File: config.mk
export PLATFORM = sky130hd
export DESIGN_NAME = pflr_front
export DESIGN_NICKNAME = d
export VERILOG_FILES = /design/src/rtl/core/pflr_pkg.sv /design/src/rtl/core/pflr_fifo.sv /design/src/rtl/core/pflr_front.sv
export SDC_FILE = /design/constraint.sdc
export NUM_CORES = 1
export LEC_CHECK = 0
export ABC_AREA = 1
export BUFFER_PORTS_ARGS = -buffer_cell sky130_fd_sc_hd__buf_2
export CORE_MARGIN = 3
export CORE_UTILIZATION = 45
export DETAILED_ROUTE_END_ITERATION = 10
export PLACE_DENSITY = 0.74
export SLEW_MARGIN = 30
export SYNTH_ARGS = -nofsm -noshare
export SYNTH_HDL_FRONTEND = slang
export SYNTH_SLANG_ARGS = --single-unit
File: constraint.sdc
create_clock -name i_clk -period 9.4 [get_ports i_clk]
set_clock_uncertainty 0.2 [all_clocks]
set_input_delay 1.88 -clock i_clk [delete_from_list [all_inputs] [get_ports i_clk]]
set_output_delay 1.88 -clock i_clk [all_outputs]
set_load 0.03 [all_outputs]
File: src/rtl/core/pflr_pkg.sv
`default_nettype none

// Shared types and codes of the page framebuffer line rasteriser
package pflr_pkg;

    // Width of address and size arithmetic: page (5 bits) times width (9 bits)
    localparam int CALC_W = 14;

    // Request codes
    localparam logic [1:0] REQ_LINE    = 2'd0;
    localparam logic [1:0] REQ_CLR_PIX = 2'd1;
    localparam logic [1:0] REQ_READ    = 2'd2;
    localparam logic [1:0] REQ_CLR_BUF = 2'd3;

    // Configuration register indexes
    localparam logic CFG_IDX_WIDTH  = 1'b0;
    localparam logic CFG_IDX_HEIGHT = 1'b1;

    // Configuration as seen by the back end
    typedef struct packed {
        logic [7:0] width;
        logic [6:0] height;
    } t_cfg;

    // Classified command word: walk a from a_start up to a_end, minor axis b
    typedef struct packed {
        logic [1:0] op;
        logic       major_x;
        logic       step_neg;
        logic [7:0] a_start;
        logic [7:0] a_end;
        logic [7:0] b_start;
        logic [7:0] dmaj;
        logic [7:0] dmin;
        logic [9:0] addr;
    } t_cmd;

    // Result word
    typedef struct packed {
        logic [7:0] read_data;
        logic       status;
    } t_result;

endpackage

`default_nettype wire

File: src/rtl/core/pflr_fifo.sv
`default_nettype none

// Small first-word-fall-through queue
module pflr_fifo #(
    parameter int WIDTH = 8,
    parameter int DEPTH = 2
) (
    input  wire logic             i_clk,
    input  wire logic             i_rst_n,
    input  wire logic             i_push,
    input  wire logic [WIDTH-1:0] i_din,
    output logic                  o_full,
    input  wire logic             i_pop,
    output logic                  o_empty,
    output logic [WIDTH-1:0]      o_dout
);

    localparam int PW = (DEPTH > 1) ? $clog2(DEPTH) : 1;
    localparam int CW = $clog2(DEPTH + 1);

    logic [WIDTH-1:0] r_mem [DEPTH];
    logic [PW-1:0]    r_wptr;
    logic [PW-1:0]    r_rptr;
    logic [CW-1:0]    r_count;
    logic             do_push;
    logic             do_pop;

    assign o_full  = (r_count == CW'(DEPTH));
    assign o_empty = (r_count == '0);
    assign do_push = i_push && !o_full;
    assign do_pop  = i_pop && !o_empty;
    assign o_dout  = r_mem[r_rptr];

    // Pointers and fill level
    always_ff @(posedge i_clk) begin
        if (!i_rst_n) begin
            r_wptr  <= '0;
            r_rptr  <= '0;
            r_count <= '0;
        end else begin
            if (do_push) begin
                r_wptr <= (r_wptr == PW'(DEPTH - 1)) ? '0 : r_wptr + PW'(1);
            end
            if (do_pop) begin
                r_rptr <= (r_rptr == PW'(DEPTH - 1)) ? '0 : r_rptr + PW'(1);
            end
            case ({do_push, do_pop})
                2'b10:   r_count <= r_count + CW'(1);
                2'b01:   r_count <= r_count - CW'(1);
                default: r_count <= r_count;
            endcase
        end
    end

    // Storage
    always_ff @(posedge i_clk) begin
        if (do_push) begin
            r_mem[r_wptr] <= i_din;
        end
    end

`ifndef NO_ASSERTIONS
    a_count_bound: assert property (@(posedge i_clk) disable iff (!i_rst_n)
        r_count <= CW'(DEPTH))
        else $error("queue fill level beyond depth");
`endif

endmodule

`default_nettype wire

File: src/rtl/core/pflr_front.sv
`default_nettype none

// Front end: takes request words, classifies lines by octant and queues commands
module pflr_front (
    input  wire logic       i_clk,
    input  wire logic       i_rst_n,
    input  wire logic       i_hold,
    input  wire logic       i_push,
    output logic            o_full,
    input  wire logic [1:0] i_req_type,
    input  wire logic [7:0] i_start_x,
    input  wire logic [7:0] i_start_y,
    input  wire logic [7:0] i_end_x,
    input  wire logic [7:0] i_end_y,
    input  wire logic [9:0] i_byte_addr,
    output logic            o_cmd_vld,
    input  wire logic       i_cmd_rdy,
    output pflr_pkg::t_cmd  o_cmd
);

    import pflr_pkg::*;

    t_cmd       cmd_in;
    logic       q_full;
    logic       q_empty;
    logic       x_rev;
    logic       y_rev;
    logic [7:0] dx;
    logic [7:0] dy;
    logic [7:0] b_end;
    logic       low;

    // Absolute deltas and octant choice
    assign x_rev = (i_end_x < i_start_x);
    assign y_rev = (i_end_y < i_start_y);
    assign dx    = x_rev ? (i_start_x - i_end_x) : (i_end_x - i_start_x);
    assign dy    = y_rev ? (i_start_y - i_end_y) : (i_end_y - i_start_y);
    assign low   = (dy < dx);

    // Orient the walk so the major axis counts upward
    always_comb begin
        cmd_in      = '0;
        b_end       = '0;
        cmd_in.op   = i_req_type;
        cmd_in.addr = i_byte_addr;
        if (low) begin
            cmd_in.major_x = 1'b1;
            cmd_in.a_start = x_rev ? i_end_x : i_start_x;
            cmd_in.a_end   = x_rev ? i_start_x : i_end_x;
            cmd_in.b_start = x_rev ? i_end_y : i_start_y;
            b_end          = x_rev ? i_start_y : i_end_y;
            cmd_in.dmaj    = dx;
            cmd_in.dmin    = dy;
        end else begin
            cmd_in.major_x = 1'b0;
            cmd_in.a_start = y_rev ? i_end_y : i_start_y;
            cmd_in.a_end   = y_rev ? i_start_y : i_end_y;
            cmd_in.b_start = y_rev ? i_end_x : i_start_x;
            b_end          = y_rev ? i_start_x : i_end_x;
            cmd_in.dmaj    = dy;
            cmd_in.dmin    = dx;
        end
        cmd_in.step_neg = (b_end < cmd_in.b_start);
        // clearing a pixel is a one-pixel walk
        if (i_req_type == REQ_CLR_PIX) begin
            cmd_in.major_x  = 1'b1;
            cmd_in.step_neg = 1'b0;
            cmd_in.a_start  = i_start_x;
            cmd_in.a_end    = i_start_x;
            cmd_in.b_start  = i_start_y;
            cmd_in.dmaj     = '0;
            cmd_in.dmin     = '0;
        end
    end

    // Command queue between front and back
    pflr_fifo #(
        .WIDTH ($bits(t_cmd)),
        .DEPTH (2)
    ) u_cmd_q (
        .i_clk   (i_clk),
        .i_rst_n (i_rst_n),
        .i_push  (i_push && !o_full),
        .i_din   (cmd_in),
        .o_full  (q_full),
        .i_pop   (i_cmd_rdy),
        .o_empty (q_empty),
        .o_dout  (o_cmd)
    );

    assign o_full    = q_full || i_hold;
    assign o_cmd_vld = !q_empty;

endmodule

`default_nettype wire

### Yosys cells after proc, flatten, opt, wreduce, memory -nomap -nowiden

Memories as Yosys holds them, arrays and structs flattened. A register that Yosys moved wholly into a read port is not among the register bits.
Cells that the tools add are included.

* bits of input ports: 49
* output and inout port bits: 56
* memory bits (writable): 108
* memories kept: 1
* word-level logic and storage cells: 50
* flip-flop bits (word level): 4

Memory list
* u_cmd_q.r_mem: depth 2, bits a word 54, rd ports 1, clocked after Yosys merged registers in 1, write ports 1, RTL line pflr_fifo.sv:21 `logic [WIDTH-1:0] r_mem [DEPTH];`

* mux-type cells: 21
* magnitude comparators: 4
* add/subtract/negate cells: 8
* reductions and logical operators: 9
* equality and inequality tests: 4

Operators by type and width (number)
* $mux W8: 11
* $mux W42: 1
* $mux W40: 1
* $lt A8 B8 Y1: 4
* $sub A8 B8 Y8: 4
* $mux W1: 7
* $eq A2 B1 Y1 const B: 2
* $eq A2 B2 Y1 const B: 2
* $pmux W2 S2: 1
* $logic_and A1 B1 Y1: 3
* $logic_not A1 Y1: 3
* $add A1 B1 Y1 const B: 2
* $add A2 B1 Y2 const B: 1
* $logic_not A2 Y1: 1
* $reduce_bool A2 Y1: 1
* $sub A2 B1 Y2 const B: 1
* $logic_or A1 B1 Y1: 1

### Depth between registers and ports, before layout

* word-level depth: 7
* gate-level depth with buffers: 30

### Cells and area by module

From an unflattened synthesis, not the netlist that was laid out.

* cell total of the unflattened synthesis: 781
* area total of the unflattened synthesis: 7592.3 µm²

By module, submodules not included
* pflr_fifo: cells each 208, times used 1, area each 4399.2 µm²
* pflr_front: cells each 573, times used 1, area each 3193.1 µm²

### Worst setup path after synthesis

No wires, ideal clock.

* path kind: input-to-reg
* from: input port i_end_x[0]
* to: memory u_cmd_q.r_mem[0][50] in the netlist's numbering (data pin)
* library setup time: 0.262 ns
* stages on the path: 26
* arrival time: 5.129 ns
* slack: 3.810 ns
* path through: inv_1 ha_1 inv_1 fa_1 nand3_1 nand3_2 nand2_2 nand2_8 buf_6 o22ai_4 xor2_2 ha_1 nand2_1 a21oi_1 nor2_1 nand2_1 inv_1 nand2_1 buf_4 buf_2 o211ai_1 o21ai_1 ha_1 nand2_1 o211ai_1 a21oi_2

RTL lines
* start, declared: RTL line pflr_front.sv:13 `input wire logic [7:0] i_end_x,`
* end, declared: RTL line pflr_fifo.sv:21

==> results_dict.tcl <==
set metrics [dict create \
    die_y_um 133.8 \
    syn-cell-area_um2 7351 \
    critPathBufInv 7 \
    min_path_type "reg2reg" \
    drive_gt1_frac 0.2724 \
    fin_nets 955 \
    ys_ff_latch 113 \
    post-route-period-util 0.7109 \
    crit_chain "buf_2 > inv_1 > ha_1 > inv_1 > fa_1 > nand3_1 > nand3_1 > nand2_1 > nand2_4 > inv_2 > nand2_1 > o21ai_1 > xor2_1 > inv_1 > ha_1 > nand2_1 > a21oi_1 > nor2_1 > nand2_1 > inv_1 > nand2_2 > nor2_2 > inv_2 > o22ai_1" \
    hold_viol 0 \
    reg2reg_slack_ps 7090 \
    crit_slowest_cell "nor2_2" \
    maxSlewViolCount 0 \
    antenna_found_initial 1 \
    grt_pass1_vias 5531 \
    overflow 0 \
    cp.required_ps 9430 \
    hold_buffers 0 \
    finalPower_uw 2106 \
    viasPerCell 5.289 \
    tightest_slew_ps 799.3 \
    maxCapViolations 0 \
    area_growth_pct 16.31 \
    grt_pass1_wl_um 28550 \
    syn_nets 861 \
    ys_types 44 \
    path_delay_family "simple AND/OR/NAND/NOR gates" \
    drc_errors 0 \
    reg2reg_depth 5 \
    post_cts_buffers 0 \
    clock_latency_ps 420 \
    p_leak_uw 0.003614 \
    fin_crit_ps 6682 \
    drt-initial-drc-count 538 \
    synth_cells 763 \
    worst_r2r_endpoint "u_cmd_q.r_mem[0][45]" \
    cts_tree "built" \
    cts_buffers 17 \
    yosys_warnings 0 \
    ir_worst_vdd_mv 0.1351 \
    htree_levels 4 \
    reg2reg_from "u_cmd_q.r_count[0]" \
    wl_per_cell_um 16.67 \
    io_pins 105 \
    clockBufferDepth 2 \
    slew_headroom 0.4665 \
    place_hpwl_um 13300 \
    grt_setup_unrepaired "no" \
    worst_setup_path_start_kind "primary input" \
    setup-violations-final 0 \
    fmax_mhz 149.6 \
    die_x_um 133.8 \
    cts_root_buf "clkbuf_16" \
    p_per_area_nw_per_um2 246.3 \
    clk_pin_slew_ps 50 \
    track_usage 0.2042 \
    endpoint "u_cmd_q.r_mem[1][17]" \
    slowest_delay_ps 670 \
    dieArea_um2 17910 \
    ant_nets 0 \
    ys_seq_area_frac 0.4548 \
    fin_tns_setup_ps 0 \
    coreArea_um2 15940 \
    crit_fanout 63 \
    worstPathArrival_ps 6710 \
    initial_core_util 0.4611 \
    rows 46 \
    cp.depth 24 \
    final_cell_mix "195 x nand2_1, 108 x edfxtp_1, 104 x buf_2" \
    layout_commonest_cell "nand2_1" \
    cts_sinks 113 \
    synth.avg_cell_area_um2 9.634 \
    routed_wl_um 18100 \
    drt_pass1_iterations 6 \
    grt_max_degree 72 \
    antenna_cells 0 \
    port_buffers 104 \
    end_kind "flip-flop" \
    crit_type "in2reg" \
    post_cts_resized 0 \
    outcome "finished clean" \
    vias 5744 \
    cp-startpoint "i_end_y[0]" \
    gp_congestion 0.9928 \
]
-- synthesized netlist by cell type (all sizes together) --
master / number / area, um^2
edfxtp: 108 / 3243
nand2: 203 / 798.3
o211ai: 10 / 75.07
inv: 83 / 311.5
xnor2: 2 / 25.03
mux2i: 3 / 30.03
fa: 4 / 80.08
buf: 27 / 188.9
nand4: 2 / 12.51
o21ai: 70 / 361.6
a21oi: 28 / 166.4
a31oi: 7 / 62.56
clkbuf: 6 / 23.77
o22ai: 17 / 120.1
ha: 45 / 563.0
nand3: 30 / 155.1
o221ai: 3 / 26.28
o21bai: 4 / 30.03
dfxtp: 5 / 100.1
mux2: 54 / 608.1
and2: 1 / 6.260
nor2: 27 / 121.4
a211oi: 9 / 102.6
xor2: 15 / 138.9
-- logic make-up (layout without fill, tap and decap cells) --
group | count (synthesis) | count (layout) | synth area share
AOI/OAI and AO/OA | 148 | 148 | 0.1285
muxes | 57 | 57 | 0.08681
DFF | 113 | 113 | 0.4548
buffers and inverters | 116 | 223 | 0.07132
and+or+nand+nor | 263 | 263 | 0.1488
adders and majority gates | 49 | 49 | 0.08749
xor gates and xnor gates | 17 | 17 | 0.02230
-- through the flow --
step                cell area (um^2)    util  instances  hold slack, ps  worst slack [ps]
finish                          8549  0.5363       1086           279.8              2718
global route                    8549  0.5363       1086           295.0              2182
CTS                             8549  0.5363       1086           275.1              2848
detailed placement              7980  0.5005       1054           264.7              2417
global placement                7978  0.5004       1054           227.3              2133
floorplan                       7351       -        763           225.5              3810
-- registers in the layout, indices dropped and copies added (netlist names), named ones only --
| name | count |
|---|---|
| u_cmd_q.r_count | 2 |
| u_cmd_q.r_mem | 108 |
| u_cmd_q.r_rptr | 1 |
| u_cmd_q.r_wptr | 1 |
-- worst register-to-register path: stages (launching register included) --
cell and delay [ps]:
dfxtp_1 330, inv_1 80, nand2_1 80, nand3_1 240
nor2_4 420, buf_4 560
-- worst min-delay path by stage --
stage,startpoint,end,cells after the start
CTS,u_cmd_q.r_rptr,flip-flop,1
finish,u_cmd_q.r_rptr,flip-flop,1
detailed placement,u_cmd_q.r_rptr,flip-flop,1
floorplan,u_cmd_q.r_rptr,flip-flop,1
global route,u_cmd_q.r_rptr,flip-flop,1
global placement,u_cmd_q.r_rptr,flip-flop,1
-- power breakdown --
part | internal (uW) | switching, uW | total (uW)
Combinational | 265 | 557 | 822
Clock | 387 | 222 | 609
Sequential | 660 | 14.9 | 675
-- final cells by class --
class,count,area [um^2]
sequential,113,3344
timing repair buffer,108,550.5
fill,1455,7393
multi-input combinational,534,3503
inverter,83,311.5
tap,216,270.3
clock inverter,14,140.1
clock buffer,18,429.2
-- metal layers --
layer | up-vias | routed length (um) | track usage
met3 | 23 | 1296 | 0.04539
met5 | - | 0 | 0
li1 | 2824 | - | -
met4 | 0 | 279 | 0.06571
met2 | 243 | 8526 | 0.3257
met1 | 2654 | 7999 | 0.2789
(Power assumes the default switching activity.)
