File: src/rtl/core/pflr_pkg.sv
`default_nettype none

// Shared types and codes of the page framebuffer line rasteriser
package pflr_pkg;

    // Width of address and size arithmetic: page (5 bits) times width (9 bits)
    localparam int CALC_W = 14;

    // Request codes
    localparam logic [1:0] REQ_LINE    = 2'd0;
    localparam logic [1:0] REQ_CLR_PIX = 2'd1;
    localparam logic [1:0] REQ_READ    = 2'd2;
    localparam logic [1:0] REQ_CLR_BUF = 2'd3;

    // Configuration register indexes
    localparam logic CFG_IDX_WIDTH  = 1'b0;
    localparam logic CFG_IDX_HEIGHT = 1'b1;

    // Configuration as seen by the back end
    typedef struct packed {
        logic [7:0] width;
        logic [6:0] height;
    } t_cfg;

    // Classified command word: walk a from a_start up to a_end, minor axis b
    typedef struct packed {
        logic [1:0] op;
        logic       major_x;
        logic       step_neg;
        logic [7:0] a_start;
        logic [7:0] a_end;
        logic [7:0] b_start;
        logic [7:0] dmaj;
        logic [7:0] dmin;
        logic [9:0] addr;
    } t_cmd;

    // Result word
    typedef struct packed {
        logic [7:0] read_data;
        logic       status;
    } t_result;

endpackage

`default_nettype wire

File: src/rtl/core/pflr_fifo.sv
`default_nettype none

// Small first-word-fall-through queue
module pflr_fifo #(
    parameter int WIDTH = 8,
    parameter int DEPTH = 2
) (
    input  wire logic             i_clk,
    input  wire logic             i_rst_n,
    input  wire logic             i_push,
    input  wire logic [WIDTH-1:0] i_din,
    output logic                  o_full,
    input  wire logic             i_pop,
    output logic                  o_empty,
    output logic [WIDTH-1:0]      o_dout
);

    localparam int PW = (DEPTH > 1) ? $clog2(DEPTH) : 1;
    localparam int CW = $clog2(DEPTH + 1);

    logic [WIDTH-1:0] r_mem [DEPTH];
    logic [PW-1:0]    r_wptr;
    logic [PW-1:0]    r_rptr;
    logic [CW-1:0]    r_count;
    logic             do_push;
    logic             do_pop;

    assign o_full  = (r_count == CW'(DEPTH));
    assign o_empty = (r_count == '0);
    assign do_push = i_push && !o_full;
    assign do_pop  = i_pop && !o_empty;
    assign o_dout  = r_mem[r_rptr];

    // Pointers and fill level
    always_ff @(posedge i_clk) begin
        if (!i_rst_n) begin
            r_wptr  <= '0;
            r_rptr  <= '0;
            r_count <= '0;
        end else begin
            if (do_push) begin
                r_wptr <= (r_wptr == PW'(DEPTH - 1)) ? '0 : r_wptr + PW'(1);
            end
            if (do_pop) begin
                r_rptr <= (r_rptr == PW'(DEPTH - 1)) ? '0 : r_rptr + PW'(1);
            end
            case ({do_push, do_pop})
                2'b10:   r_count <= r_count + CW'(1);
                2'b01:   r_count <= r_count - CW'(1);
                default: r_count <= r_count;
            endcase
        end
    end

    // Storage
    always_ff @(posedge i_clk) begin
        if (do_push) begin
            r_mem[r_wptr] <= i_din;
        end
    end

`ifndef NO_ASSERTIONS
    a_count_bound: assert property (@(posedge i_clk) disable iff (!i_rst_n)
        r_count <= CW'(DEPTH))
        else $error("queue fill level beyond depth");
`endif

endmodule

`default_nettype wire

File: src/rtl/core/pflr_back.sv
`default_nettype none

// Back end: walks lines, read-modify-writes framebuffer bytes, reads and clears
module pflr_back #(
    parameter int MAX_WIDTH  = 128,
    parameter int MAX_HEIGHT = 64,
    parameter int DEPTH      = 1024,
    localparam int AW = $clog2(DEPTH)
) (
    input  wire logic          i_clk,
    input  wire logic          i_rst_n,
    input  wire pflr_pkg::t_cfg i_cfg,
    input  wire logic          i_cmd_vld,
    output logic               o_cmd_rdy,
    input  wire pflr_pkg::t_cmd i_cmd,
    output logic               o_init,
    output logic               o_ram_we,
    output logic [AW-1:0]      o_ram_waddr,
    output logic [7:0]         o_ram_wdata,
    output logic [AW-1:0]      o_ram_raddr,
    input  wire logic [7:0]    i_ram_rdata,
    input  wire logic          i_pop,
    output logic               o_empty,
    output logic [7:0]         o_read_data,
    output logic               o_status
);

    import pflr_pkg::*;

    localparam logic [2:0] S_INIT  = 3'd0;
    localparam logic [2:0] S_IDLE  = 3'd1;
    localparam logic [2:0] S_DRAW  = 3'd2;
    localparam logic [2:0] S_FLUSH = 3'd3;
    localparam logic [2:0] S_READ  = 3'd4;
    localparam logic [2:0] S_CLEAR = 3'd5;

    // Control registers
    logic [2:0]        r_state, n_state;
    logic [AW-1:0]     r_cnt, n_cnt;
    logic              r_bad, n_bad;
    logic              r_wb_vld, n_wb_vld;
    logic              r_last_vld, n_last_vld;
    // Walk registers
    logic              r_clr_pix, n_clr_pix;
    logic              r_major_x, n_major_x;
    logic              r_step_neg, n_step_neg;
    logic [7:0]        r_a, n_a;
    logic [7:0]        r_a_end, n_a_end;
    logic [7:0]        r_b, n_b;
    logic [7:0]        r_dmaj, n_dmaj;
    logic [7:0]        r_dmin, n_dmin;
    logic signed [11:0] r_d, n_d;
    // Write-back stage and forwarding
    logic [AW-1:0]     r_wb_addr, n_wb_addr;
    logic [7:0]        r_wb_mask, n_wb_mask;
    logic              r_wb_clr, n_wb_clr;
    logic [AW-1:0]     r_last_addr, n_last_addr;
    logic [7:0]        r_last_data, n_last_data;

    logic [8:0]        eff_w;
    logic [6:0]        eff_h;
    logic [7:0]        h_sum;
    logic [4:0]        pages;
    logic [CALC_W-1:0] used;
    logic [7:0]        px;
    logic [7:0]        py;
    logic              pix_ok;
    logic [CALC_W-1:0] pix_addr_full;
    logic              rd_ok;
    logic              cmd_take;
    logic              d_pos;
    logic [7:0]        wb_src;
    logic              rq_push;
    t_result           rq_data;
    logic              rq_full;
    t_result           rq_dout;

    // Active area from configuration
    assign eff_w = ({1'b0, i_cfg.width} > 9'(MAX_WIDTH)) ? 9'(MAX_WIDTH) : {1'b0, i_cfg.width};
    assign eff_h = ({2'b0, i_cfg.height} > 9'(MAX_HEIGHT)) ? 7'(MAX_HEIGHT) : i_cfg.height;
    assign h_sum = {1'b0, eff_h} + 8'd7;
    assign pages = h_sum[7:3];
    assign used  = CALC_W'(eff_w) * CALC_W'(pages);

    // Current pixel and its byte address
    assign px            = r_major_x ? r_a : r_b;
    assign py            = r_major_x ? r_b : r_a;
    assign pix_ok        = ({1'b0, px} < eff_w) && (py < {1'b0, eff_h});
    assign pix_addr_full = CALC_W'(py[7:3]) * CALC_W'(eff_w) + CALC_W'(px);

    assign rd_ok     = (CALC_W'(i_cmd.addr) < used);
    assign cmd_take  = i_cmd_vld && (r_state == S_IDLE) && !rq_full;
    assign o_cmd_rdy = cmd_take;
    assign o_init    = (r_state == S_INIT);
    assign d_pos     = (r_d > 12'sd0);

    // Forward the byte written last cycle, the RAM still shows the old one
    assign wb_src = (r_last_vld && (r_last_addr == r_wb_addr)) ? r_last_data : i_ram_rdata;

    always_comb begin
        n_state     = r_state;
        n_cnt       = r_cnt;
        n_bad       = r_bad;
        n_clr_pix   = r_clr_pix;
        n_major_x   = r_major_x;
        n_step_neg  = r_step_neg;
        n_a         = r_a;
        n_a_end     = r_a_end;
        n_b         = r_b;
        n_dmaj      = r_dmaj;
        n_dmin      = r_dmin;
        n_d         = r_d;
        n_wb_vld    = 1'b0;
        n_wb_addr   = r_wb_addr;
        n_wb_mask   = r_wb_mask;
        n_wb_clr    = r_wb_clr;
        o_ram_raddr = pix_addr_full[AW-1:0];
        rq_push     = 1'b0;
        rq_data     = '0;

        // write-back stage of the pixel pipeline
        o_ram_we    = r_wb_vld;
        o_ram_waddr = r_wb_addr;
        o_ram_wdata = r_wb_clr ? (wb_src & ~r_wb_mask) : (wb_src | r_wb_mask);
        n_last_vld  = r_wb_vld;
        n_last_addr = r_wb_addr;
        n_last_data = o_ram_wdata;

        case (r_state)
            // sweep the whole store after reset
            S_INIT: begin
                o_ram_we    = 1'b1;
                o_ram_waddr = r_cnt;
                o_ram_wdata = '0;
                if (r_cnt == AW'(DEPTH - 1)) begin
                    n_cnt   = '0;
                    n_state = S_IDLE;
                end else begin
                    n_cnt = r_cnt + AW'(1);
                end
            end
            S_IDLE: begin
                o_ram_raddr = AW'(i_cmd.addr);
                if (cmd_take) begin
                    n_bad      = 1'b0;
                    n_clr_pix  = (i_cmd.op == REQ_CLR_PIX);
                    n_major_x  = i_cmd.major_x;
                    n_step_neg = i_cmd.step_neg;
                    n_a        = i_cmd.a_start;
                    n_a_end    = i_cmd.a_end;
                    n_b        = i_cmd.b_start;
                    n_dmaj     = i_cmd.dmaj;
                    n_dmin     = i_cmd.dmin;
                    n_d        = $signed({3'b0, i_cmd.dmin, 1'b0})
                               - $signed({4'b0, i_cmd.dmaj});
                    n_cnt      = '0;
                    case (i_cmd.op)
                        REQ_LINE, REQ_CLR_PIX: begin
                            n_state = S_DRAW;
                        end
                        REQ_READ: begin
                            if (rd_ok) begin
                                n_state = S_READ;
                            end else begin
                                rq_push        = 1'b1;
                                rq_data.status = 1'b1;
                            end
                        end
                        REQ_CLR_BUF: begin
                            if (used == '0) begin
                                rq_push = 1'b1;
                            end else begin
                                n_state = S_CLEAR;
                            end
                        end
                        default: begin
                            n_state = S_IDLE;
                        end
                    endcase
                end
            end
            // one pixel per cycle, Bresenham step on the minor axis
            S_DRAW: begin
                if (pix_ok) begin
                    n_wb_vld  = 1'b1;
                    n_wb_addr = pix_addr_full[AW-1:0];
                    n_wb_mask = 8'd1 << py[2:0];
                    n_wb_clr  = r_clr_pix;
                end else begin
                    n_bad = 1'b1;
                end
                if (r_a == r_a_end) begin
                    n_state = S_FLUSH;
                end else begin
                    n_a = r_a + 8'd1;
                    if (d_pos) begin
                        n_b = r_step_neg ? (r_b - 8'd1) : (r_b + 8'd1);
                    end
                    n_d = r_d + $signed({3'b0, r_dmin, 1'b0})
                        - (d_pos ? $signed({3'b0, r_dmaj, 1'b0}) : 12'sd0);
                end
            end
            // last write goes out this cycle
            S_FLUSH: begin
                rq_push        = 1'b1;
                rq_data.status = r_bad;
                n_state        = S_IDLE;
            end
            S_READ: begin
                rq_push           = 1'b1;
                rq_data.read_data = i_ram_rdata;
                n_state           = S_IDLE;
            end
            // zero the used area
            S_CLEAR: begin
                o_ram_we    = 1'b1;
                o_ram_waddr = r_cnt;
                o_ram_wdata = '0;
                if (CALC_W'(r_cnt) == used - CALC_W'(1)) begin
                    rq_push = 1'b1;
                    n_state = S_IDLE;
                end else begin
                    n_cnt = r_cnt + AW'(1);
                end
            end
            default: begin
                n_state = S_IDLE;
            end
        endcase
    end

    // Control state
    always_ff @(posedge i_clk) begin
        if (!i_rst_n) begin
            r_state    <= S_INIT;
            r_cnt      <= '0;
            r_bad      <= 1'b0;
            r_wb_vld   <= 1'b0;
            r_last_vld <= 1'b0;
        end else begin
            r_state    <= n_state;
            r_cnt      <= n_cnt;
            r_bad      <= n_bad;
            r_wb_vld   <= n_wb_vld;
            r_last_vld <= n_last_vld;
        end
    end

    // Walk and pipeline payload
    always_ff @(posedge i_clk) begin
        r_clr_pix   <= n_clr_pix;
        r_major_x   <= n_major_x;
        r_step_neg  <= n_step_neg;
        r_a         <= n_a;
        r_a_end     <= n_a_end;
        r_b         <= n_b;
        r_dmaj      <= n_dmaj;
        r_dmin      <= n_dmin;
        r_d         <= n_d;
        r_wb_addr   <= n_wb_addr;
        r_wb_mask   <= n_wb_mask;
        r_wb_clr    <= n_wb_clr;
        r_last_addr <= n_last_addr;
        r_last_data <= n_last_data;
    end

    // Result queue
    pflr_fifo #(
        .WIDTH ($bits(t_result)),
        .DEPTH (2)
    ) u_res_q (
        .i_clk   (i_clk),
        .i_rst_n (i_rst_n),
        .i_push  (rq_push),
        .i_din   (rq_data),
        .o_full  (rq_full),
        .i_pop   (i_pop),
        .o_empty (o_empty),
        .o_dout  (rq_dout)
    );

    assign o_read_data = rq_dout.read_data;
    assign o_status    = rq_dout.status;

`ifndef NO_ASSERTIONS
    a_res_room: assert property (@(posedge i_clk) disable iff (!i_rst_n)
        rq_push |-> !rq_full)
        else $error("result pushed into a full queue");
    a_wb_phase: assert property (@(posedge i_clk) disable iff (!i_rst_n)
        r_wb_vld |-> (r_state == S_DRAW || r_state == S_FLUSH))
        else $error("pixel write-back outside a line walk");
    a_flush_order: assert property (@(posedge i_clk) disable iff (!i_rst_n)
        (r_state == S_FLUSH) |-> ($past(r_state) == S_DRAW))
        else $error("flush not preceded by the last walk step");
`endif

endmodule

`default_nettype wire

File: config.mk
export PLATFORM = sky130hd
export DESIGN_NAME = pflr_back
export DESIGN_NICKNAME = d
export VERILOG_FILES = /design/src/rtl/core/pflr_pkg.sv /design/src/rtl/core/pflr_fifo.sv /design/src/rtl/core/pflr_back.sv
export SDC_FILE = /design/constraint.sdc
export NUM_CORES = 1
export LEC_CHECK = 0
export ABC_AREA = 1
export BUFFER_PORTS_ARGS = -buffer_cell sky130_fd_sc_hd__buf_4
export CAP_MARGIN = 20
export CORE_MARGIN = 10
export CORE_UTILIZATION = 40
export CTS_CLUSTER_SIZE = 20
export DETAILED_ROUTE_END_ITERATION = 10
export GPL_ROUTABILITY_DRIVEN = 0
export PLACE_DENSITY_LB_ADDON = 0.3
export SETUP_SLACK_MARGIN = 0.2
export SYNTH_ARGS = -nofsm -noshare
export SYNTH_HDL_FRONTEND = slang
export SYNTH_SLANG_ARGS = --single-unit
File: constraint.sdc
create_clock -name i_clk -period 14 [get_ports i_clk]
set_clock_uncertainty 0.15 [all_clocks]
set_input_delay 0.7 -clock i_clk [delete_from_list [all_inputs] [get_ports i_clk]]
set_output_delay 0.7 -clock i_clk [all_outputs]
set_load 0.005 [all_outputs]
; Word level (Yosys, flattened, before mapping)
; Memory sizes are Yosys's and may differ from the RTL's. A register that Yosys moved wholly into a read port is not among the register bits.
; Index checks and enable logic that the tools add are counted.
[word_totals]
ff_bits = 112
ram_bits = 18
inputBits = 81
output_inout_bits = 41
wordCells = 155
n_memories = 1
[classes]
n_addsub = 14
multipliers = 2
order_cmp = 6
eq_ne = 25
shifts = 1
muxes = 55
bitwise = 3
reduce_logical = 26
[mem_list]
columns = memory, words, width, rd, rd_clocked_by_memory_dff, write_ports, line
row1 = u_res_q.r_mem, 2, 9, 1, 1, 1, pflr_fifo.sv:21  ; logic [WIDTH-1:0] r_mem [DEPTH];
[ops]
columns = op, count
row1 = $mux 8, 13
row2 = $mux 10, 5
row3 = $pmux 8 s2, 2
row4 = $pmux 10 s3, 1
row5 = $mux 12, 2
row6 = $pmux 12 s2, 1
row7 = $mux 3, 6
row8 = $add 8x1->8 const B, 2
row9 = $mux 1, 16
row10 = $eq 10x14->1, 1
row11 = $logic_not 14->1, 1
row12 = $ne 2x2->1 const B, 7
row13 = $sub 13x1->14 const B, 1
row14 = $lt 10x13->1, 1
row15 = $mul 8x5->13, 1
row16 = $add 12x10->12, 1
row17 = $gt 12x1->1 const B, 1
row18 = $pmux 3 s4, 1
row19 = $sub 12x10->12, 1
row20 = $add 10x1->10 const B, 1
row21 = $add 10x8->10, 1
row22 = $eq 10x10->1, 1
row23 = $eq 10x10->1 const B, 1
row24 = $mul 5x8->10, 1
row25 = other kinds (39), 63

; Depth between registers and ports, before layout
; Gate-level depths: netlist of the first run.
[logic_depth]
ltp_word = 12
mapped_depth = 39
mapped_depth_nobuf = 39

; Hierarchy
; A second synthesis of the first run with hierarchy kept.
[unflattened]
cells_unflattened = 1374
hier_area_um2 = 10865.4
[by_module_without_submodules]
columns = mod, n_inst, cells_per_inst, area_per_inst_um2, seq_area_each_um2
row1 = pflr_back, 1, 1306, 9954.5, 2902.8
row2 = pflr_fifo, 1, 68, 910.9, 640.6

; Least setup slack after synthesis of the first run
; No wires, ideal clock.
[synth_path]
kind = input to register
from = in i_cfg[6] in the netlist's numbering
to = mem u_res_q.r_mem[0][0] in the netlist's numbering, enable pin
setup_time_ns = 0.374
t_arrival_ns = 5.466
t_required_ns = 13.476
slack_ns = 8.010
stages = 31
n_path_buf = 0
path_cell_list = inv_2 -> nand3b_1 -> o21a_1 -> nor2_1 -> nand3_1 -> nand2_1 -> nand2_1 -> inv_1 -> fa_1 -> fa_1 -> fa_1 -> ha_1 -> a21oi_2 -> nor2_1 -> nor2_1 -> nand2_1 -> nand2_1 -> nand2_1 -> ha_1 -> inv_1 -> nor2_1 -> nand3_1 -> nor2_1 -> nand2_1 -> nand2_1 -> nand2_1 -> nand2_1 -> nand2_1 -> nand3_1 -> nand2_1 -> nor2_1
[synth_between]
elab_chain_len = 12
word_cells_on_any_way = 17
cone_classes = add/sub: 2 / mul: 1 / order compare: 2 / eq/ne: 1 / mux: 9 / reduce/logical: 2
[synth_rtl]
columns = element, line
row1 = start: declaration, pflr_back.sv:12  ; input wire pflr_pkg::t_cfg i_cfg,
row2 = $gt 7x7->1, pflr_back.sv:80  ; assign eff_h = ({2'b0, i_cfg.height} > 9'(MAX_HEIGHT)) ? 7'(MAX_HEIGHT) : i_cfg.height;
row3 = $mux 7 *, pflr_back.sv:80
row4 = $add 7x3->8 *, pflr_back.sv:81  ; assign h_sum = {1'b0, eff_h} + 8'd7;
row5 = $mul 8x5->13 *, pflr_back.sv:83  ; assign used = CALC_W'(eff_w) * CALC_W'(pages);
row6 = "parallel branches: the longest is 4 deep, another holds $sub 13x1->14", --
row7 = $pmux 1 s3 *, pflr_back.sv:129  ; case (r_state)
row8 = $logic_and 1x1->1 *, pflr_fifo.sv:30  ; assign do_push = i_push && !o_full;
row9 = $mux 1 *, pflr_fifo.sv:57  ; if (do_push) begin
row10 = $mux 1 (implied by the code) *, pflr_fifo.sv:58  ; r_mem[r_wptr] <= i_din;
row11 = end: declaration, pflr_fifo.sv:21
; Every way passes the cells marked *.

; Final worst setup path of the first run
[layout_path]
from = in i_cfg[6] in the netlist's numbering
to = mem u_res_q.r_mem[0][3] in the netlist's numbering, enable pin
; Same word-level chain as after synthesis.

==> results of run 1 <==
## synth_stat cells, drive strengths merged (2+ instances only)
cell / instances / area share
a211oi: 15 / 0.010
a21oi: 73 / 0.038
a31o: 8 / 0.0065
and2: 3 / 0.0020
buf: 6 / 0.0042
clkbuf: 14 / 0.0049
clkinv: 3 / 0.0010
conb: 2 / 0.00070
dfxtp: 39 / 0.073
edfxtp: 92 / 0.26
fa: 53 / 0.099
ha: 84 / 0.098
inv: 238 / 0.083
mux2: 9 / 0.0094
nand2: 305 / 0.11
nand3: 60 / 0.032
nand3b: 2 / 0.0014
nand4: 21 / 0.012
nor2: 146 / 0.054
nor3: 14 / 0.0065
nor4: 2 / 0.0017
o2111ai: 2 / 0.0016
o21a: 4 / 0.0028
o21ai: 80 / 0.037
o21bai: 3 / 0.0021
o22ai: 2 / 0.0012
o31ai: 5 / 0.0035
or2: 6 / 0.0035
xnor2: 17 / 0.014
xor2: 26 / 0.021
## cell type report
cell class	count	area, um^2
Fill cell	2582	13620
Multi-Input combinational cell	958	6240
Sequential cell	131	3543
Timing Repair Buffer	127	973.4
Inverter	241	904.6
Clock buffer	19	454.2
Tap cell	335	419.2
Clock inverter	13	112.6
Antenna cell	4	10.01
## sequential cells by signal (all words and copies together), names as in the netlist, 2 cells and up, named ones only
signal and flops:
r_cnt 10, r_last_data 8, r_a_end 8, r_d 12, r_last_addr 10, r_wb_mask 8
r_state 3, r_a 8, u_res_q.r_mem 18, u_res_q.r_count 2, r_b 8, n_last_addr 10
r_dmin 8, r_dmaj 8
## per-stage QoR
step                hold WS (ps)  total power [mW]
floorplan                  198.0             1.100
CTS                        216.8             1.866
global placement           199.9             1.415
global route               234.7             2.002
detailed placement         205.9             1.430
finish                     217.5             1.862
## report_power, final
part	switching [mW]	internal, mW	leakage [nW]
clock network	0.189	0.243	0.279
logic	0.562	0.355	4.66
registers	0.0318	0.481	1.16
## metal layers
layer / GRT usage / vias to the layer above / wire length (um)
li1: - / 4639 / -
met1: 0.2280 / 4341 / 13370
met2: 0.2707 / 259 / 13330
met3: 0.03419 / 34 / 1815
met4: 0.06195 / 0 / 587
met5: 0 / - / 0
## worst max path at each step
stage / end / slack (ps) / cells after the start
floorplan: u_res_q.r_mem[0][0] / 8010 / 31
global placement: u_res_q.r_mem[0][2] / 7190 / 32
detailed placement: u_res_q.r_mem[0][5] / 7010 / 34
CTS: u_res_q.r_mem[0][3] / 7440 / 34
global route: u_res_q.r_mem[0][3] / 6820 / 34
finish: u_res_q.r_mem[0][3] / 7420 / 34
## cell families (layout without fill, tap and decap cells)
group	Yosys count	count (layout)	share of synthesized area
fa+ha+maj	137	137	0.1962
buf+inv	261	400	0.09312
xor+xnor	44	44	0.03708
flops	131	131	0.3292
compound gates	200	200	0.1100
simple gates	560	560	0.2243
other cells	2	12	0.0006978
mux	9	9	0.009417
==> impl_metrics.csv, run 1 <==
group,metric,value,unit
critical_path,slowest_delay,610,ps
critical_path,worstPathArrival,6480,ps
critical_path,cp_slowest_cell,"nor2_1",
global_route,grt_pass1_vias,9083,
floorplan,rows,59,
critical_path,crit_path_start_kind,"primary input",
floorplan,initial_core_util,0.4095,
sta,period_share,0.4697,
synth,seq_area_frac_synth,0.3292,
drt,via_per_inst,5.073,
critical_path,rr_endpoint,"n_last_addr[9]",
cells_and_area,final_common_cell,"nand2_1",
critical_path,worstReg2RegStart,"r_major_x",
drt,drtIter0Drc,689,
cells_and_area,area_growth,17.60,%
synth,syn_area_per_cell,8.008,um^2
drt,drcViolationCount,0,
cells_and_area,final_layout_size_suffix_gt1_frac,0.1538,
sta,finalSetupViolations,0,
run_status,status,"complete, no violations",
critical_path,crit_family,"simple AND/OR/NAND/NOR gates",
sta,rsz0062_at_grt,"false",
synth,synth-main-ff-cell,"edfxtp_1",
critical_path,rr_worst_depth,14,
synth,yosys_warnings,0,
min_path,hold_depth,0,
critical_path,cp_max_fo,9,
min_path,whs_endpoint,"r_last_addr[7]",
global_route,grt_pass1_wl,46300,um
floorplan,die_area,0.03387,mm^2
clock_network,clkSlewWorstSetupHoldPaths,60,ps
cells_and_area,fin_area,0.01266,mm^2
placement,dp_hpwl,23640,um
clock_network,clockBufferDepth,2,
synth,ys_seq_elements,131,
floorplan,ioPinCount,122,
drt,ant_nets,0,
global_route,grtUsageTotal,0.1715,
critical_path,crit_path_frequent_cell,"nand2_1",
clock_network,ctsHoldBuffers,0,
placement,placed_cell_area,0.01205,mm^2
clock_network,postCtsSetupRepairBufs,0,
cells_and_area,fin_nets,1694,
critical_path,end_kind,"flip-flop",
drt,routed_wl,29100,um
floorplan,die_width,184.0,um
clock_network,numClockSinks,131,
clock_network,cts_buffers,17,
sta,tightest_slew,1021,ps
sta,hold_violations,0,
clock_network,clk_latency,420,ps
critical_path,crit_buf_inv,6,
clock_network,cts_tree,"built",
clock_network,htreeDepth,4,
critical_path,crit_required,13900,ps
power_and_ir_drop,p_leak,6.100,nW
min_path,hp-start,"n_last_addr[7]",
cells_and_area,fin_util,0.4816,
sta,max_slew_margin,0.3149,
clock_network,root_buffer,"clkbuf_16",
synth,synth_cell_types,55,
run,drv_cap,0,
synth,synth-edff-count,92,
floorplan,fp.dieH,184.0,um
synth,synth_area,0.01076,mm^2
global_route,grt_max_degree,37,
global_route,antenna_found_initial,4,
critical_path,crit_start,"i_cfg[6]",
drt,dr_total_vias,9273,
placement,io_buffers,121,
floorplan,core,0.02628,mm^2
placement,dp.cells,1791,
critical_path,reg2reg_slack,8960,ps
drt,firstDrtPassIters,5,
synth,synthArstFlopShare,0,
sta,drv_slew,0,
sta,fmax,0.1521,GHz
sta,timing.final.ws_setup,7424,ps
sta,setup_tns,0,ps
power_and_ir_drop,vdd_drop_max,0.00007149,V
sta,period_needed,6576,ps
cells_and_area,final_cell_mix,"nand2_1, inv_1, nor2_1",
clock_network,postCtsResizedCells,0,
power_and_ir_drop,powerDensity,147.1,mW/mm^2
cells_and_area,finalNonFillerCells,1828,
synth,synth_cells,1344,
global_route,overflow,0,
drt,wl_per_cell,15.92,um
critical_path,critical_path_class,"in -> reg",
min_path,hold_class,"reg -> reg",
placement,pre_cts_slack,7008,ps
No activity file was read; power rests on OpenSTA's default activity.
==> run 2, diff against run 1 <==
==> constraint.sdc (replaced) <==
create_clock -name i_clk -period 5.3 [get_ports i_clk]
set_clock_uncertainty 0.15 [all_clocks]
set_input_delay 0.265 -clock i_clk [delete_from_list [all_inputs] [get_ports i_clk]]
set_output_delay 0.265 -clock i_clk [all_outputs]
set_load 0.005 [all_outputs]
==> impl_metrics.csv, run 2 (synthesized netlist as in run 1, its figures left out) <==
group,metric,value,unit
run_status,status,"complete, no violations",
sta,setup_tns,0,ps
drt,dr_total_vias,9965,
clock_network,cts_tree,"built",
sta,period_share,0.9915,
critical_path,rr_endpoint,"r_d[11]",
floorplan,core,0.02628,mm^2
critical_path,end_kind,"flip-flop",
critical_path,crit_family,"adder cells",
clock_network,clkSlewWorstSetupHoldPaths,60,ps
cells_and_area,final_cell_mix,"nand2_1, buf_4, inv_1",
floorplan,die_width,184.0,um
clock_network,clockBufferDepth,2,
placement,pre_cts_slack,-571.7,ps
floorplan,fp.dieH,184.0,um
clock_network,numClockSinks,131,
critical_path,crit_required,5280,ps
global_route,met1_usage,0.2278,
power_and_ir_drop,p_leak,7.032,nW
global_route,grt_pass1_vias,9706,
sta,max_slew_margin,0.3804,
drt,ant_nets,0,
drt,firstDrtPassIters,5,
drt,drcViolationCount,0,
cells_and_area,fin_nets,1857,
power_and_ir_drop,vdd_drop_max,0.0001969,V
power_and_ir_drop,powerDensity,390.3,mW/mm^2
floorplan,initial_core_util,0.4095,
global_route,overflow,0,
min_path,whs_endpoint,"r_last_data[0]",
clock_network,clk_latency,410,ps
run,drv_cap,0,
floorplan,rows,59,
cells_and_area,fin_area,0.01483,mm^2
critical_path,reg2reg_slack,960,ps
clock_network,htreeDepth,4,
drt,drtIter0Drc,755,
cells_and_area,max_flop_register,"u_res_q.r_mem",
global_route,antenna_found_initial,4,
critical_path,crit_path_frequent_cell,"nand2_1",
placement,io_buffers,121,
global_route,busiest_layer,"met2",
cells_and_area,nFillCells,2326,
min_path,hold_class,"in -> reg",
global_route,met2_usage,0.2932,
global_route,grtUsageTotal,0.1789,
cells_and_area,final_layout_size_suffix_gt1_frac,0.2827,
cells_and_area,largest_reg_flops,18,
sta,drv_slew,0,
sta,period_needed,5255,ps
sta,fmax,0.1903,GHz
clock_network,cts_buffers,17,
min_path,hold_depth,3,
global_route,grt_use_met3,0.03518,
min_path,hp-start,"i_ram_rdata[0]",
critical_path,crit_path_start_kind,"primary input",
sta,timing.final.ws_setup,45.00,ps
global_route,grt_max_degree,33,
drt,via_per_inst,5.005,
critical_path,crit_buf_inv,10,
cells_and_area,fin_util,0.5643,
critical_path,slowest_delay,520,ps
floorplan,ioPinCount,122,
clock_network,root_buffer,"clkbuf_16",
cells_and_area,reg_top3,"u_res_q.r_mem x18, r_d x12",
critical_path,crit_start,"i_cfg[5]",
placement,placed_cell_area,0.01291,mm^2
cells_and_area,regArea,0.003543,mm^2
placement,dp_hpwl,24310,um
sta,rsz0062_at_grt,"true",
cells_and_area,final_common_cell,"nand2_1",
cells_and_area,multi_input_area,0.006895,mm^2
cells_and_area,area_growth,37.78,%
global_route,grt_pass1_wl,48650,um
critical_path,cp_max_fo,5,
critical_path,cp_slowest_cell,"fa_1",
critical_path,rr_worst_depth,21,
sta,finalSetupViolations,0,
critical_path,critical_path_class,"in -> reg",
drt,wl_per_cell,15.82,um
critical_path,worstPathArrival,5240,ps
critical_path,worstReg2RegStart,"r_d[6]",
sta,hold_violations,0,
floorplan,die_area,0.03387,mm^2
sta,whs,12.72,ps
sta,tightest_slew,921.7,ps
drt,routed_wl,31490,um
run 2: repair_timing:
action	in CTS	in global routing
resized for setup	45	105
pin swaps	30	67
hold endpoints to repair	42	0
endpoints found under the setup margin	34	39
gates cloned	1	1
hold buffers	42	0
setup buffers	21	9
run 2: layer usage:
| metal | wire, um | part of all wire | vias up |
|---|---|---|---|
| met4 | 757 | 0.024 | 0 |
| met1 | 13670 | 0.43 | 4647 |
| met3 | 1983 | 0.063 | 46 |
| li1 | - | - | 4961 |
| met2 | 15080 | 0.48 | 311 |
| met5 | 0 | 0 | - |
run 2: power breakdown:
part | internal [mW] | switching (mW) | leakage [nW]
logic | 1.43 | 1.78 | 5.58
registers | 1.27 | 0.0861 | 1.16
clock network | 0.747 | 0.475 | 0.293
run 2: worst max-delay path by stage:
stage	to	slack, ps	cells after the start
floorplan	u_res_q.r_count[1]	60	36
CTS	u_res_q.r_mem[0][7]	60	37
detailed placement	u_res_q.r_count[1]	-570	38
global route	u_res_q.r_mem[0][6]	-210	36
finish	u_res_q.r_mem[0][6]	50	39
global placement	u_res_q.r_count[1]	-480	38
run 2: final cells by class:
type | instances | area share
Multi-Input combinational cell | 958 | 0.4650
Sequential cell | 131 | 0.2389
Timing Repair Buffer | 290 | 0.1642
Inverter | 241 | 0.06193
Clock buffer | 18 | 0.02894
Tap cell | 335 | 0.02827
Clock inverter | 14 | 0.01207
Antenna cell | 4 | 0.0006750
run 2: worst reg2reg max path, delay by kind of cell, from the launching register on:
family	cells	cell delay, ps
AOI/OAI and AO/OA	6	1050
adders and majority gates	2	920
buffers and inverters	5	550
DFF	1	400
and+or+nand+nor	8	1030
run 2: stage by stage:
step	instances	total power [mW]
6_report	1991	5.788
5_1_grt	1990	6.173
4_1_cts	1976	5.418
2_1_floorplan	1350	2.968
3_3_place_gp	1880	3.983
3_5_place_dp	1880	4.036
==> run 3, diff against run 2 <==
--- a/config.mk
+++ b/config.mk
@@ -10,6 +10,7 @@
 export CAP_MARGIN = 20
 export CORE_MARGIN = 10
 export CORE_UTILIZATION = 40
+export CTS_BUF_LIST = sky130_fd_sc_hd__clkbuf_8
 export CTS_CLUSTER_SIZE = 20
 export DETAILED_ROUTE_END_ITERATION = 10
 export GPL_ROUTABILITY_DRIVEN = 0
==> impl_metrics.csv, run 3 (synthesized netlist as in run 1, its figures left out) <==
group,metric,value,unit
cells_and_area,reg_top3,"u_res_q.r_mem x18, r_d x12",
critical_path,cp_max_fo,7,
cells_and_area,final_layout_size_suffix_gt1_frac,0.2680,
drt,routed_wl,30900,um
cells_and_area,largest_reg_flops,18,
sta,rsz0062_at_grt,"true",
critical_path,crit_required,5310,ps
global_route,overflow,0,
cells_and_area,max_flop_register,"u_res_q.r_mem",
floorplan,die_width,184.0,um
critical_path,worstPathArrival,5220,ps
clock_network,root_buffer,"clkbuf_8",
cells_and_area,area_growth,34.77,%
sta,fmax,0.1920,GHz
cells_and_area,final_cell_mix,"nand2_1, buf_4, inv_1",
global_route,grt_max_degree,33,
drt,drtIter0Drc,640,
sta,drv_slew,0,
sta,period_share,0.9827,
power_and_ir_drop,p_leak,6.871,nW
run_status,status,"complete, no violations",
global_route,grt_pass1_vias,9715,
placement,placed_cell_area,0.01291,mm^2
critical_path,slowest_delay,600,ps
global_route,grtUsageTotal,0.1786,
drt,via_per_inst,4.952,
floorplan,rows,59,
floorplan,fp.dieH,184.0,um
cells_and_area,final_common_cell,"nand2_1",
critical_path,critical_path_class,"in -> reg",
floorplan,core,0.02628,mm^2
clock_network,clk_latency,440,ps
global_route,antenna_found_initial,1,
global_route,grt_pass1_wl,48680,um
clock_network,clockBufferDepth,2,
cells_and_area,fin_nets,1862,
clock_network,numClockSinks,131,
floorplan,die_area,0.03387,mm^2
sta,period_needed,5208,ps
floorplan,initial_core_util,0.4095,
drt,dr_total_vias,9869,
placement,dp.cells,1880,
sta,setup_tns,0,ps
placement,io_buffers,121,
power_and_ir_drop,total_power,5.305,mW
power_and_ir_drop,vdd_drop_max,0.0001842,V
critical_path,cp_slowest_cell,"fa_1",
critical_path,end_kind,"flip-flop",
drt,drcViolationCount,0,
clock_network,cts_tree,"built",
sta,finalSetupViolations,0,
critical_path,crit_path_start_kind,"primary input",
sta,max_slew_margin,0.3651,
sta,hold_violations,0,
run,drv_cap,0,
drt,ant_nets,0,
min_path,hold_class,"in -> reg",
drt,firstDrtPassIters,5,
floorplan,ioPinCount,122,
clock_network,htreeDepth,4,
cells_and_area,finalNonFillerCells,1993,
clock_network,clkSlewWorstSetupHoldPaths,80,ps
power_and_ir_drop,powerDensity,365.7,mW/mm^2
clock_network,cts_buffers,17,
drt,wl_per_cell,15.50,um
sta,tightest_slew,944.4,ps
cells_and_area,fin_area,0.01451,mm^2
placement,dp_hpwl,24310,um
[run 3: cell count changes in the layout (fill, tap and decap cells not counted), moves of 5 or more]
cell / change
clkbuf_16: -17
clkbuf_8: +17
nand2_4: -12
dlygate4sd3_1: +9
nand2_1: +8
buf_6: -6
nand2_2: +5
[run 3: report_power, final]
| group | switching, mW | leakage [nW] | internal, mW | total [mW] |
|---|---|---|---|---|
| combinational | 1.69 | 5.50 | 1.35 | 3.04 |
| clock | 0.438 | 0.210 | 0.470 | 0.909 |
| sequential | 0.0831 | 1.16 | 1.27 | 1.35 |
[run 3: repair_timing]
action,CTS,global route
resized for setup,43,61
hold buffers,50,1
setup endpoints to repair,23,39
setup buffers,21,5
pin swaps,28,34
cloned,1,1
endpoints found under the hold margin,55,4
[run 3: layout make-up]
| type | count | area (um^2) |
|---|---|---|
| Fill cell | 2380 | 11780 |
| Multi-Input combinational cell | 958 | 6735 |
| Sequential cell | 131 | 3543 |
| Timing Repair Buffer | 295 | 2472 |
| Inverter | 241 | 915.9 |
| Tap cell | 335 | 419.2 |
| Clock buffer | 17 | 234.0 |
| Clock inverter | 15 | 182.7 |
| Antenna cell | 1 | 2.502 |
[run 3: critical path, delay by kind of cell]
family                     cells  cell delay [ps]
and+or+nand+nor               23             1950
adders and majority gates      4             1580
buffers and inverters         11             1250
AOI/OAI and AO/OA              1              140
[run 3: through the flow]
step,worst slack (ps),hold slack (ps),util
6_report,91.82,33.82,0.5519
5_1_grt,-189.8,19.64,0.5519
4_1_cts,87.66,-36.09,0.5396
3_5_place_dp,-571.7,208.0,0.4912
3_3_place_gp,-477.4,203.7,0.4912
2_1_floorplan,64.07,198.0,-
[run 3: path summary, 6_finish.rpt]
check	slack, ps	end	cells after the start	startpoint
setup reg to reg	1020	r_d[11]	21	r_d[3]
setup / recovery	90	u_res_q.r_mem[0][3]	39	i_cfg[5]
hold reg to reg	230	r_last_addr[7]	0	n_last_addr[7]
hold / removal	30	r_a[0]	3	i_cmd[42]
[run 3: layer usage]
layer,track usage,part of all wire,vias up
met2,0.2963,0.47,280
met4,0.05801,0.024,0
met3,0.03320,0.059,45
met1,0.2294,0.45,4584
li1,-,-,4960
met5,0,0,-
